[src/mfb_pkg.sv]
// mfb_pkg: shared constants, types and the 6x8 font table for the
// monochrome framebuffer plotter. No dependencies.

package mfb_pkg;

  localparam int SCREEN_WIDTH  = 128;
  localparam int SCREEN_HEIGHT = 64;
  localparam int PAGES         = SCREEN_HEIGHT / 8;

  localparam int STORE_DEPTH = 1024;
  localparam int ADDR_W      = $clog2(STORE_DEPTH);
  localparam int DATA_W      = 8;

  localparam int COORD_W = 10;
  localparam int COL_W   = COORD_W + 1;
  localparam int PAGE_W  = COORD_W - 2;
  localparam int X_BITS  = $clog2(SCREEN_WIDTH);
  localparam int SUM_RAW = X_BITS + $clog2(PAGES + 2);
  localparam int SUM_W   = (SUM_RAW > ADDR_W) ? SUM_RAW : ADDR_W;

  localparam int GLYPH_COLS   = 6;
  localparam int CELL_COLS    = 8;
  localparam int GCOL_W       = $clog2(GLYPH_COLS);
  localparam int CCOL_W       = $clog2(CELL_COLS);
  localparam int STEP_W       = CCOL_W + 1;
  localparam int FONT_ENTRIES = 96;
  localparam int FONT_IDX_W   = $clog2(FONT_ENTRIES);
  localparam int FONT_W       = GLYPH_COLS * DATA_W;

  localparam logic [7:0] CODE_LOW      = 8'h20;
  localparam logic [7:0] CODE_HIGH     = 8'h7F;
  localparam logic [7:0] CODE_FALLBACK = 8'h3F;

  typedef enum logic [1:0] {
    MODE_PIXEL = 2'd0,
    MODE_GLYPH = 2'd1,
    MODE_READ  = 2'd2,
    MODE_CLEAR = 2'd3
  } mode_t;

  typedef enum logic [1:0] {
    COLOR_CLEAR  = 2'd0,
    COLOR_SET    = 2'd1,
    COLOR_INVERT = 2'd2,
    COLOR_KEEP   = 2'd3
  } color_t;

  typedef enum logic [2:0] {
    ST_CLEAR,
    ST_IDLE,
    ST_PIXEL,
    ST_GLYPH,
    ST_DRAIN
  } state_t;

  typedef struct packed {
    logic              load;
    logic              rd_req;
    logic              issue;
    logic              glyph;
    logic [STEP_W-1:0] step;
    logic              clr_we;
    logic [ADDR_W-1:0] clr_addr;
  } ctrl_cmd_t;

  // one entry per character, leftmost column in the top byte
  localparam logic [FONT_W-1:0] FONT_ROM [FONT_ENTRIES] = '{
    48'h00_00_00_00_00_00, 48'h00_00_00_2f_00_00,
    48'h00_00_07_00_07_00, 48'h00_14_7f_14_7f_14,
    48'h00_24_2a_7f_2a_12, 48'h00_23_13_08_64_62,
    48'h00_36_49_55_22_50, 48'h00_00_05_03_00_00,
    48'h00_00_1c_22_41_00, 48'h00_00_41_22_1c_00,
    48'h00_14_08_3E_08_14, 48'h00_08_08_3E_08_08,
    48'h00_00_00_A0_60_00, 48'h00_08_08_08_08_08,
    48'h00_00_60_60_00_00, 48'h00_20_10_08_04_02,
    48'h00_3E_51_49_45_3E, 48'h00_00_42_7F_40_00,
    48'h00_42_61_51_49_46, 48'h00_21_41_45_4B_31,
    48'h00_18_14_12_7F_10, 48'h00_27_45_45_45_39,
    48'h00_3C_4A_49_49_30, 48'h00_01_71_09_05_03,
    48'h00_36_49_49_49_36, 48'h00_06_49_49_29_1E,
    48'h00_00_36_36_00_00, 48'h00_00_56_36_00_00,
    48'h00_08_14_22_41_00, 48'h00_14_14_14_14_14,
    48'h00_00_41_22_14_08, 48'h00_02_01_51_09_06,
    48'h00_32_49_59_51_3E, 48'h00_7C_12_11_12_7C,
    48'h00_7F_49_49_49_36, 48'h00_3E_41_41_41_22,
    48'h00_7F_41_41_22_1C, 48'h00_7F_49_49_49_41,
    48'h00_7F_09_09_09_01, 48'h00_3E_41_49_49_7A,
    48'h00_7F_08_08_08_7F, 48'h00_00_41_7F_41_00,
    48'h00_20_40_41_3F_01, 48'h00_7F_08_14_22_41,
    48'h00_7F_40_40_40_40, 48'h00_7F_02_0C_02_7F,
    48'h00_7F_04_08_10_7F, 48'h00_3E_41_41_41_3E,
    48'h00_7F_09_09_09_06, 48'h00_3E_41_51_21_5E,
    48'h00_7F_09_19_29_46, 48'h00_46_49_49_49_31,
    48'h00_01_01_7F_01_01, 48'h00_3F_40_40_40_3F,
    48'h00_1F_20_40_20_1F, 48'h00_3F_40_38_40_3F,
    48'h00_63_14_08_14_63, 48'h00_07_08_70_08_07,
    48'h00_61_51_49_45_43, 48'h00_00_7F_41_41_00,
    48'h00_55_2A_55_2A_55, 48'h00_00_41_41_7F_00,
    48'h00_04_02_01_02_04, 48'h00_40_40_40_40_40,
    48'h00_00_01_02_04_00, 48'h00_20_54_54_54_78,
    48'h00_7F_48_44_44_38, 48'h00_38_44_44_44_20,
    48'h00_38_44_44_48_7F, 48'h00_38_54_54_54_18,
    48'h00_08_7E_09_01_02, 48'h00_18_A4_A4_A4_7C,
    48'h00_7F_08_04_04_78, 48'h00_00_44_7D_40_00,
    48'h00_40_80_84_7D_00, 48'h00_7F_10_28_44_00,
    48'h00_00_41_7F_40_00, 48'h00_7C_04_18_04_78,
    48'h00_7C_08_04_04_78, 48'h00_38_44_44_44_38,
    48'h00_FC_24_24_24_18, 48'h00_18_24_24_18_FC,
    48'h00_7C_08_04_04_08, 48'h00_48_54_54_54_20,
    48'h00_04_3F_44_40_20, 48'h00_3C_40_40_20_7C,
    48'h00_1C_20_40_20_1C, 48'h00_3C_40_30_40_3C,
    48'h00_44_28_10_28_44, 48'h00_1C_A0_A0_A0_7C,
    48'h00_44_64_54_4C_44, 48'h00_00_08_77_00_00,
    48'h00_00_00_7F_00_00, 48'h00_00_77_08_00_00,
    48'h00_10_08_10_08_00, 48'h14_14_14_14_14_14
  };

endpackage

[src/mfb_ctrl.sv]
// mfb_ctrl: request sequencer of the framebuffer plotter: clearing sweep,
// pixel and glyph step issue, read launch. Depends on mfb_pkg.

module mfb_ctrl (
  input  logic               clk,
  input  logic               rst_n,
  input  logic               start,
  input  logic [1:0]         mode,
  output logic               busy,
  output mfb_pkg::ctrl_cmd_t cmd
);

  import mfb_pkg::*;

  state_t            state_r, state_nxt;
  logic [ADDR_W-1:0] cnt_r, cnt_nxt;

  always_ff @(posedge clk) begin
    if (!rst_n) begin
      state_r <= ST_CLEAR;
      cnt_r   <= '0;
    end else begin
      state_r <= state_nxt;
      cnt_r   <= cnt_nxt;
    end
  end

  always_comb begin
    state_nxt    = state_r;
    cnt_nxt      = cnt_r;
    busy         = (state_r != ST_IDLE);
    cmd          = '0;
    cmd.step     = cnt_r[STEP_W-1:0];
    cmd.clr_addr = cnt_r;
    unique case (state_r)
      ST_CLEAR: begin
        cmd.clr_we = 1'b1;
        cnt_nxt    = ADDR_W'(cnt_r + 1'b1);
        if (cnt_r == ADDR_W'(STORE_DEPTH - 1)) begin
          state_nxt = ST_IDLE;
        end
      end
      ST_IDLE: begin
        if (start) begin
          cmd.load = 1'b1;
          cnt_nxt  = '0;
          unique case (mode_t'(mode))
            MODE_PIXEL: state_nxt = ST_PIXEL;
            MODE_GLYPH: state_nxt = ST_GLYPH;
            MODE_READ:  cmd.rd_req = 1'b1;
            MODE_CLEAR: state_nxt = ST_CLEAR;
          endcase
        end
      end
      ST_PIXEL: begin
        cmd.issue = 1'b1;
        state_nxt = ST_DRAIN;
      end
      ST_GLYPH: begin
        cmd.issue = 1'b1;
        cmd.glyph = 1'b1;
        cnt_nxt   = ADDR_W'(cnt_r + 1'b1);
        if (cnt_r[STEP_W-1:0] == '1) begin
          state_nxt = ST_DRAIN;
        end
      end
      ST_DRAIN: begin
        state_nxt = ST_IDLE;
      end
      default: begin
        state_nxt = ST_IDLE;
      end
    endcase
  end

endmodule

[config.mk]
export PLATFORM = sky130hd
export DESIGN_NAME = mfb_ctrl
export DESIGN_NICKNAME = d
export VERILOG_FILES = /design/src/mfb_pkg.sv /design/src/mfb_ctrl.sv
export SDC_FILE = /design/constraint.sdc
export NUM_CORES = 1
export LEC_CHECK = 0
export BUFFER_PORTS_ARGS = -buffer_cell sky130_fd_sc_hd__buf_2
export CORE_MARGIN = 2
export CORE_UTILIZATION = 35
export DETAILED_ROUTE_END_ITERATION = 8
export GPL_TIMING_DRIVEN = 0
export HOLD_SLACK_MARGIN = 0.05
export SLEW_MARGIN = 25
export SYNTH_ARGS = -nofsm -noshare
export SYNTH_HDL_FRONTEND = slang
export SYNTH_SLANG_ARGS = --single-unit
[constraint.sdc]
create_clock -name clk -period 2.95 [get_ports clk]
set_clock_uncertainty 0.2 [all_clocks]
set_input_delay 0.1475 -clock clk [delete_from_list [all_inputs] [get_ports clk]]
set_output_delay 0.1475 -clock clk [all_outputs]
set_load 0.02 [all_outputs]
==> impl_metrics.py, run 1 <==
metrics = {
    "sta": {
        "maxSlewViolCount": 0,
        "slew_headroom_pct": 56.3,
        "setup_viol": 0,
        "tns_ps": 0,
        "fin_crit_ps": 2010,
        "clock.fmax_ghz": 0.498,
        "finalCritPeriodShare_pct": 68.1,
        "rsz0062_at_grt": "false",
        "hold_viol": 0,
        "worst_pin_slew_ps": 654,
    },
    "synth": {
        "postSynth.asyncResetShare_pct": 0,
        "synth_common_cells": "dfxtp_1 (13), nor2_1 (9), nand2_1 (6)",
        "yosysMostFrequentCell": "dfxtp_1",
        "yosysTopAreaCell": "dfxtp_1",
        "synth_cell_types": 36,
        "synth_area_per_cell_sq_um": 8.34,
        "ys_seq_area_share_pct": 34.7,
        "synthTopCellsByArea": "dfxtp_1 (35%), buf_4 (5.0%), nor2_1 (4.5%)",
        "synth_warnings": 0,
        "ys_ff_latch": 13,
        "syn_inst": 90,
        "syn_nets": 96,
        "synth_area_sq_um": 751,
        "synth_flop_cell": "dfxtp_1",
        "synthDominantCellAreaShare_pct": 34.7,
        "synth_edf_count": 0,
    },
    "clock_tree": {
        "cts_setup_buffers": 0,
        "cts_buffer_depth": 2,
        "clkTransAtPathRegs_ps": 80,
        "cts_root_buf": "clkbuf_4",
        "cts_sinks": 13,
        "clk_latency_ps": 270,
        "cts_tree": "built",
        "cts_buffers": 3,
        "cts_htree_levels": 1,
    },
    "floorplan": {
        "initial_core_util_pct": 37.5,
        "placeableCoreArea_sq_um": 2000,
        "placement_rows": 16,
        "die_area_sq_um": 2530,
        "die_h_um": 50.3,
        "io_pins": 25,
        "die_w_um": 50.3,
    },
    "power_and_ir_drop": {
        "p_seq_share_pct": 55.0,
        "p_leak_nw": 0.408,
        "p_clk_share_pct": 32.5,
        "power.internal_mw": 0.250,
        "vdd_drop_max_uv": 215,
        "p_sw_mw": 0.0844,
        "p_per_area_nw_per_um2": 352,
        "p_comb_share_pct": 12.5,
        "p_sw_share_pct": 25.2,
        "total_power_mw": 0.335,
    },
    "routing": {
        "wl_um": 1750,
        "drt_iter0_drc": 15,
        "viasPerCell": 5.28,
        "dr.pass1.iters": 4,
        "ant_nets": 0,
        "wl_per_cell_um": 11.9,
        "vias": 776,
        "drc": 0,
    },
    "global_route": {
        "first_global_vias": 677,
        "grt_pass1_wl_um": 2940,
        "overflow": 0,
        "grt_util_all_layers_pct": 15.3,
        "antenna_found_initial": 0,
        "grt_max_degree": 11,
    },
    "cells_and_area": {
        "synthToLayoutAreaGrowth_pct": 26.7,
        "fin_cells": 147,
        "final_area_sq_um": 951,
        "final_layout_size_suffix_gt1_share_pct": 30.8,
        "antenna_cells": 0,
        "num-nets-final": 127,
    },
    "setup_path": {
        "cp_max_fo": 8,
        "path_class": "flop to flop",
        "cp.required_ps": 2960,
        "worstSetupStartpointType": "flop",
        "cp_data_arrival_time_ps": 2020,
        "crit_path_end_kind": "flop",
    },
    "placement": {
        "post-dp-hpwl_um": 1310,
        "dpl-instance-area_sq_um": 905,
        "io_buffers": 24,
        "gp_congestion": 0.788,
        "dpl.cell_count": 141,
    },
    "min_path": {
        "hp-class": "input port to flop",
    },
    "run_status": {
        "status": "finished, final reports clean",
    },
    "run": {
        "cap_violations": 0,
    },
}
## layout make-up
type,instances,area (sq um)
fill,224,1050
multi-input combinational,66,429
sequential,13,260
timing repair buffer,26,140
buffer,8,50.0
tap,27,33.8
clock buffer,4,26.3
inverter,3,11.3
## kinds of logic after synthesis
group	count (synthesis)	share of synthesized area (%)
AO/OA/AOI/OAI	16	14.8
AND/OR/NAND/NOR	45	35.8
flip-flops	13	34.7
multiplexers	1	1.33
buffers and inverters	11	8.17
XOR/XNOR	3	3.50
adder cells (fa/ha/maj)	1	1.67
## power by group through the flow
stage               combinational, mW  clock (mW)  sequential, mW
floorplan                      0.0229           0           0.192
global placement               0.0406           0           0.188
detailed placement             0.0410           0           0.188
CTS                            0.0423       0.117           0.184
global route                   0.0456       0.124           0.185
finish                         0.0419       0.109           0.184
## critical path: stages (launching register included)
cell and delay (ps):
dfxtp_1 450, nor2b_2 120, or3_1 340, buf_2 170
or4_4 520, a21oi_2 130
## final timing paths
| kind | start | to | slack, ps | depth (start not counted) |
|---|---|---|---|---|
| max | state_r[0] | cnt_r[8] | 940 | 5 |
| min | start | state_r[0] | 200 | 4 |
| max reg2reg | state_r[0] | cnt_r[8] | 940 | 5 |
| min reg2reg | cnt_r[9] | cnt_r[9] | 300 | 2 |
## repair_timing
action | 4_1_cts | 5_1_grt
hold buffers | 2 | 0
gates resized for setup | 0 | 0
endpoints found under the setup margin | 0 | 0
hold endpoints to repair | 5 | 0
## cell usage in the layout, fill, tap and decap left out, drive strengths merged, types with 2 or more instances in the layout
master       synthesis  final
clkbuf               2      6
buf                  6     30
dlygate4sd3          0      2
nor2                 9      9
nand2b               3      3
nand2                6      6
inv                  3      3
nand4                4      4
o31ai                2      2
o41ai                2      2
nor2b                4      4
a22oi                2      2
dfxtp               13     13
xnor2                3      3
or4b                 2      2
a21oi                6      6
nand3                3      3
nor3                 3      3
nor4                 3      3
## registers in the layout, summed over array words and instances (netlist names)
signal / count
cnt_r: 10
state_r: 3
## routing by layer
| metal | vias up | track usage [%] | wire, um | part of all wire [%] |
|---|---|---|---|---|
| met4 | 0 | 9.46 | 0 | 0 |
| met5 | - | 0 | 0 | 0 |
| met2 | 26 | 24.3 | 808 | 46 |
| met3 | 0 | 2.08 | 117 | 6.7 |
| met1 | 360 | 19.3 | 822 | 47 |
| li1 | 390 | - | - | - |
## metrics by stage
stage | util [%] | hold slack, ps | setup WS [ps]
5_1_grt | 47.5 | 228 | 835
2_1_floorplan | - | 61.3 | 1050
3_3_place_gp | 45.2 | 206 | 971
6_report | 47.5 | 195 | 941
3_5_place_dp | 45.2 | 205 | 962
4_1_cts | 47.5 | 192 | 941
No activity file was read; power rests on OpenSTA's default activity.
==> run 2, diff against run 1 <==
- clock period: 2.95 -> 2 ns (I/O delays scaled with it)
==> impl_metrics.py, run 2 (synthesis results as in run 1) <==
metrics = {
    "placement": {
        "gp_congestion": 0.788,
        "io_buffers": 24,
        "post-dp-hpwl_um": 1310,
    },
    "clock_tree": {
        "cts_sinks": 13,
        "cts_buffers": 3,
        "cts_tree": "built",
        "cts_htree_levels": 1,
        "clk_latency_ps": 280,
        "cts_root_buf": "clkbuf_4",
        "clkTransAtPathRegs_ps": 80,
        "cts_buffer_depth": 2,
    },
    "cells_and_area": {
        "layout_commonest_cell": "buf_2",
        "synthToLayoutAreaGrowth_pct": 31.0,
        "largest_reg_flops": 10,
        "reg.largest.list": "cnt_r (10), state_r (3)",
        "layout_common_cells": "buf_2 (24), dfxtp_1 (11), nor2_1 (9)",
        "post-route-util_pct": 49.1,
        "antenna_cells": 0,
        "num-nets-final": 128,
        "final_layout_size_suffix_gt1_share_pct": 36.4,
        "regMostFlops": "cnt_r",
    },
    "setup_path": {
        "cp_top_family": "simple AND/OR/NAND/NOR gates",
        "crit_path_end_kind": "flop",
        "path_class": "flop to flop",
        "crit_slowest_cell": "or4b_1",
        "cp.required_ps": 2020,
        "worstSetupStartpointType": "flop",
        "crit_path_start": "cnt_r[2]",
        "cp_num_buf_inv": 0,
        "crit_chain": "nand3_1, nor4_2, or4b_1, a21oi_1",
        "cp_data_arrival_time_ps": 1940,
        "reg2reg_from": "cnt_r[2]",
        "cp_max_fo": 7,
        "cpPeakStageDelay_ps": 480,
    },
    "routing": {
        "drt_iter0_drc": 14,
        "viasPerCell": 5.27,
        "vias": 780,
        "dr.pass1.iters": 4,
        "wl_um": 1790,
        "wl_per_cell_um": 12.1,
        "ant_nets": 0,
        "drc": 0,
    },
    "sta": {
        "finalCritPeriodShare_pct": 96.2,
        "tns_ps": 0,
        "slew_headroom_pct": 70.8,
        "setup_viol": 0,
        "rsz0062_at_grt": "true",
        "worst_pin_slew_ps": 439,
        "hold_viol": 0,
        "clock.fmax_ghz": 0.520,
        "fin_crit_ps": 1920,
        "maxSlewViolCount": 0,
    },
    "power_and_ir_drop": {
        "total_power_mw": 0.500,
        "vdd_drop_max_uv": 319,
        "p_leak_nw": 0.420,
        "p_per_area_nw_per_um2": 508,
    },
    "run_status": {
        "status": "finished, final reports clean",
    },
    "global_route": {
        "grt_pass1_wl_um": 2940,
        "first_global_vias": 677,
        "overflow": 0,
        "antenna_found_initial": 0,
        "grt_util_all_layers_pct": 15.3,
        "grt_max_degree": 11,
    },
    "floorplan": {
        "initial_core_util_pct": 37.5,
        "placement_rows": 16,
        "io_pins": 25,
        "die_area_sq_um": 2530,
        "die_w_um": 50.3,
        "placeableCoreArea_sq_um": 2000,
        "die_h_um": 50.3,
    },
    "min_path": {
        "hp-class": "input port to flop",
        "min_from": "start",
    },
    "run": {
        "cap_violations": 0,
    },
}
-- run 2: power breakdown --
group          total [mW]  switching (mW)  internal (mW)  leakage, nW
combinational      0.0633          0.0346         0.0287        0.298
clock               0.165          0.0880         0.0774       0.0150
sequential          0.271         0.00777          0.263        0.106
total               0.500           0.130          0.369        0.420
-- run 2: final timing paths --
check                                 to  cells after the start  slack, ps
worst max-delay path            cnt_r[7]                      4         80
worst min-delay path            cnt_r[3]                      4        110
worst max register to register  cnt_r[7]                      4         80
worst min register to register  cnt_r[9]                      2        300
-- run 2: through the flow --
| stage | setup slack [ps] | instances | area (sq um) | hold slack, ps |
|---|---|---|---|---|
| 2_1_floorplan | 95.3 | 90 | 751 | 13.8 |
| 3_3_place_gp | 20.8 | 141 | 905 | 158 |
| 3_5_place_dp | 12.1 | 141 | 905 | 158 |
| 4_1_cts | 38.7 | 147 | 952 | 144 |
| 5_1_grt | -42.1 | 148 | 983 | 147 |
| 6_report | 75.7 | 148 | 983 | 113 |
-- run 2: cell type report --
| type | instances | area, sq um |
|---|---|---|
| Buffer | 8 | 53.8 |
| Timing Repair Buffer | 27 | 148 |
| Tap cell | 27 | 33.8 |
| Fill cell | 219 | 1020 |
| Inverter | 3 | 11.3 |
| Multi-Input combinational cell | 66 | 445 |
| Clock buffer | 4 | 26.3 |
| Sequential cell | 13 | 265 |
-- run 2: worst register-to-register path, delay by kind of cell (launching register included) --
kind / cells / cell delay [ps]
compound gates: 1 / 150
flops: 1 / 460
simple gates: 3 / 1070
-- run 2: per-layer routing --
layer	GRT usage [%]	wire (um)	vias to the layer above
li1	-	-	391
met1	19.3	815	359
met2	24.3	822	27
met3	2.08	122	3
met4	9.46	30	0
met5	0	0	-
-- run 2: what timing repair did --
item	in CTS	in global routing
setup buffers	0	1
cloned	0	0
pin swaps	0	1
gates resized for setup	1	10
endpoints found under the hold margin	5	0
setup endpoints to repair	1	9
hold buffers	2	0
==> run 3, diff against run 2 <==
- ABC_AREA: unset -> 1
- CTS_CLUSTER_DIAMETER: unset -> 150
==> impl_metrics.py, run 3 <==
metrics = {
    "clock_tree": {
        "cts_htree_levels": 1,
        "cts_buffer_depth": 2,
        "cts_buffers": 3,
        "ctsResizeCount": 0,
        "cts_root_buf": "clkbuf_4",
        "hold_buffers": 4,
        "cts_tree": "built",
        "cts_sinks": 13,
        "cts_setup_buffers": 0,
        "clk_latency_ps": 290,
        "clkTransAtPathRegs_ps": 90,
    },
    "floorplan": {
        "initial_core_util_pct": 36.8,
        "die_area_sq_um": 2730,
        "die_w_um": 52.2,
        "io_pins": 25,
        "placement_rows": 17,
        "die_h_um": 52.2,
        "placeableCoreArea_sq_um": 2210,
    },
    "synth": {
        "synth_cell_types": 19,
        "synth_common_cells": "nand2_1 (36), inv_1 (23), nor2_1 (17)",
        "postSynth.asyncResetShare_pct": 0,
        "syn_nets": 138,
        "synth_flop_cell": "dfxtp_1",
        "ys_ff_latch": 13,
        "synth_area_per_cell_sq_um": 6.16,
        "ys_seq_area_share_pct": 32.0,
        "syn_inst": 132,
        "synth_area_sq_um": 813,
        "synthDominantCellAreaShare_pct": 32.0,
        "synthTopCellsByArea": "dfxtp_1 (32%), nand2_1 (17%), inv_1 (11%)",
        "synth_warnings": 0,
        "yosysMostFrequentCell": "nand2_1",
        "synth_edf_count": 0,
        "yosysTopAreaCell": "dfxtp_1",
    },
    "sta": {
        "clock.fmax_ghz": 0.584,
        "rsz0062_at_grt": "false",
        "maxSlewViolCount": 0,
        "finalCritPeriodShare_pct": 85.6,
        "fin_crit_ps": 1710,
        "slew_headroom_pct": 82.2,
        "tns_ps": 0,
        "hold_viol": 0,
        "worst_pin_slew_ps": 266,
        "setup_viol": 0,
    },
    "global_route": {
        "grt_util_all_layers_pct": 14.9,
        "antenna_found_initial": 0,
        "grt_max_degree": 11,
        "grt_pass1_wl_um": 2990,
        "first_global_vias": 736,
        "overflow": 0,
    },
    "cells_and_area": {
        "regMostFlops": "cnt_r",
        "reg.largest.list": "cnt_r (10), state_r (3)",
        "num-nets-final": 171,
        "synthToLayoutAreaGrowth_pct": 27.2,
        "antenna_cells": 0,
        "fillers": 253,
        "multi_input_area_sq_um": 414,
        "final_layout_size_suffix_gt1_share_pct": 24.4,
        "post-route-util_pct": 46.8,
        "ff_latch_area_sq_um": 260,
        "layout_commonest_cell": "nand2_1",
        "layout_common_cells": "nand2_1 (36), buf_2 (24), inv_1 (23)",
        "fin_cells": 192,
        "largest_reg_flops": 10,
    },
    "power_and_ir_drop": {
        "p_seq_share_pct": 33.0,
        "p_leak_nw": 0.530,
        "power.internal_mw": 0.570,
        "total_power_mw": 1.05,
        "p_sw_share_pct": 45.5,
        "p_clk_share_pct": 16.3,
        "p_comb_share_pct": 50.7,
        "vdd_drop_max_uv": 517,
        "p_per_area_nw_per_um2": 1010,
        "p_sw_mw": 0.476,
    },
    "placement": {
        "dpl.cell_count": 184,
        "io_buffers": 24,
        "gp_congestion": 0.879,
        "post-dp-hpwl_um": 1400,
    },
    "setup_path": {
        "cp.required_ps": 1700,
        "crit_path_end_kind": "output pin",
        "worstSetupStartpointType": "flop",
        "path_class": "flop to output pin",
        "cp_data_arrival_time_ps": 1410,
        "cp_max_fo": 7,
    },
    "min_path": {
        "hp-class": "flop to flop",
    },
    "routing": {
        "ant_nets": 0,
        "wl_per_cell_um": 9.47,
        "drt_iter0_drc": 10,
        "drc": 0,
        "dr.pass1.iters": 4,
        "wl_um": 1820,
        "vias": 869,
        "viasPerCell": 4.53,
    },
    "run_status": {
        "status": "finished, final reports clean",
    },
    "run": {
        "cap_violations": 0,
    },
}
-- run 3: cell types whose count changed after synthesis, moves of 4 or more --
cell | previous run | this run
nand4_1 | 4 | 0
nor2_1 | 9 | 17
inv_1 | 3 | 23
nand2_1 | 6 | 36
nand3_1 | 3 | 10
o21ai_0 | 0 | 5
-- run 3: final timing paths --
path	startpoint	to	slack, ps	cells after the start
setup / recovery	state_r[1]	cmd[17]	290	6
hold / removal	cnt_r[6]	cnt_r[6]	320	2
setup reg to reg	cnt_r[0]	state_r[1]	400	8
hold reg to reg	cnt_r[6]	cnt_r[6]	320	2
-- run 3: kinds of logic (layout without fill, tap and decap cells) --
group           Yosys count  after routing  share of synthesized area (%)
buf+inv                  30             62                           17.1
simple gates             73             73                           39.7
flops                    13             13                           32.0
compound gates           15             15                           9.69
fa+ha+maj                 1              1                           1.54
-- run 3: final cells by class --
class                           count  area share, %
Timing Repair Buffer               28           15.5
Inverter                           24           8.71
Buffer                              6           4.72
Tap cell                           28           3.39
Clock buffer                        4           2.54
Multi-Input combinational cell     89           40.0
Sequential cell                    13           25.2
-- run 3: through the flow --
step	cell area, sq um	setup slack, ps	hold WS [ps]
finish	1030	287	316
global route	1030	149	353
detailed placement	968	398	165
floorplan	813	405	20.7
global placement	968	417	162
CTS	1030	270	319
-- run 3: metal layers --
metal / global-route usage, % / part of all wire (%) / vias to the layer above
met5: 0 / 0 / -
met4: 4.70 / 1.4 / 0
met3: 6.29 / 4.7 / 4
met2: 24.5 / 47 / 16
met1: 17.4 / 46 / 385
li1: - / - / 464
-- run 3: critical path: stages, from the launching register on --
cell and delay (ps):
dfxtp_1 390, inv_1 80, nand2_1 40, nor2_1 180
nand2_1 140, nor2_1 130, buf_2 180
-- run 3: power by group through the flow --
stage | logic [mW] | registers (mW) | clock network [mW]
global placement | 0.524 | 0.350 | 0
CTS | 0.536 | 0.345 | 0.176
global route | 0.600 | 0.354 | 0.192
floorplan | 0.373 | 0.369 | 0
detailed placement | 0.527 | 0.351 | 0
finish | 0.530 | 0.345 | 0.171
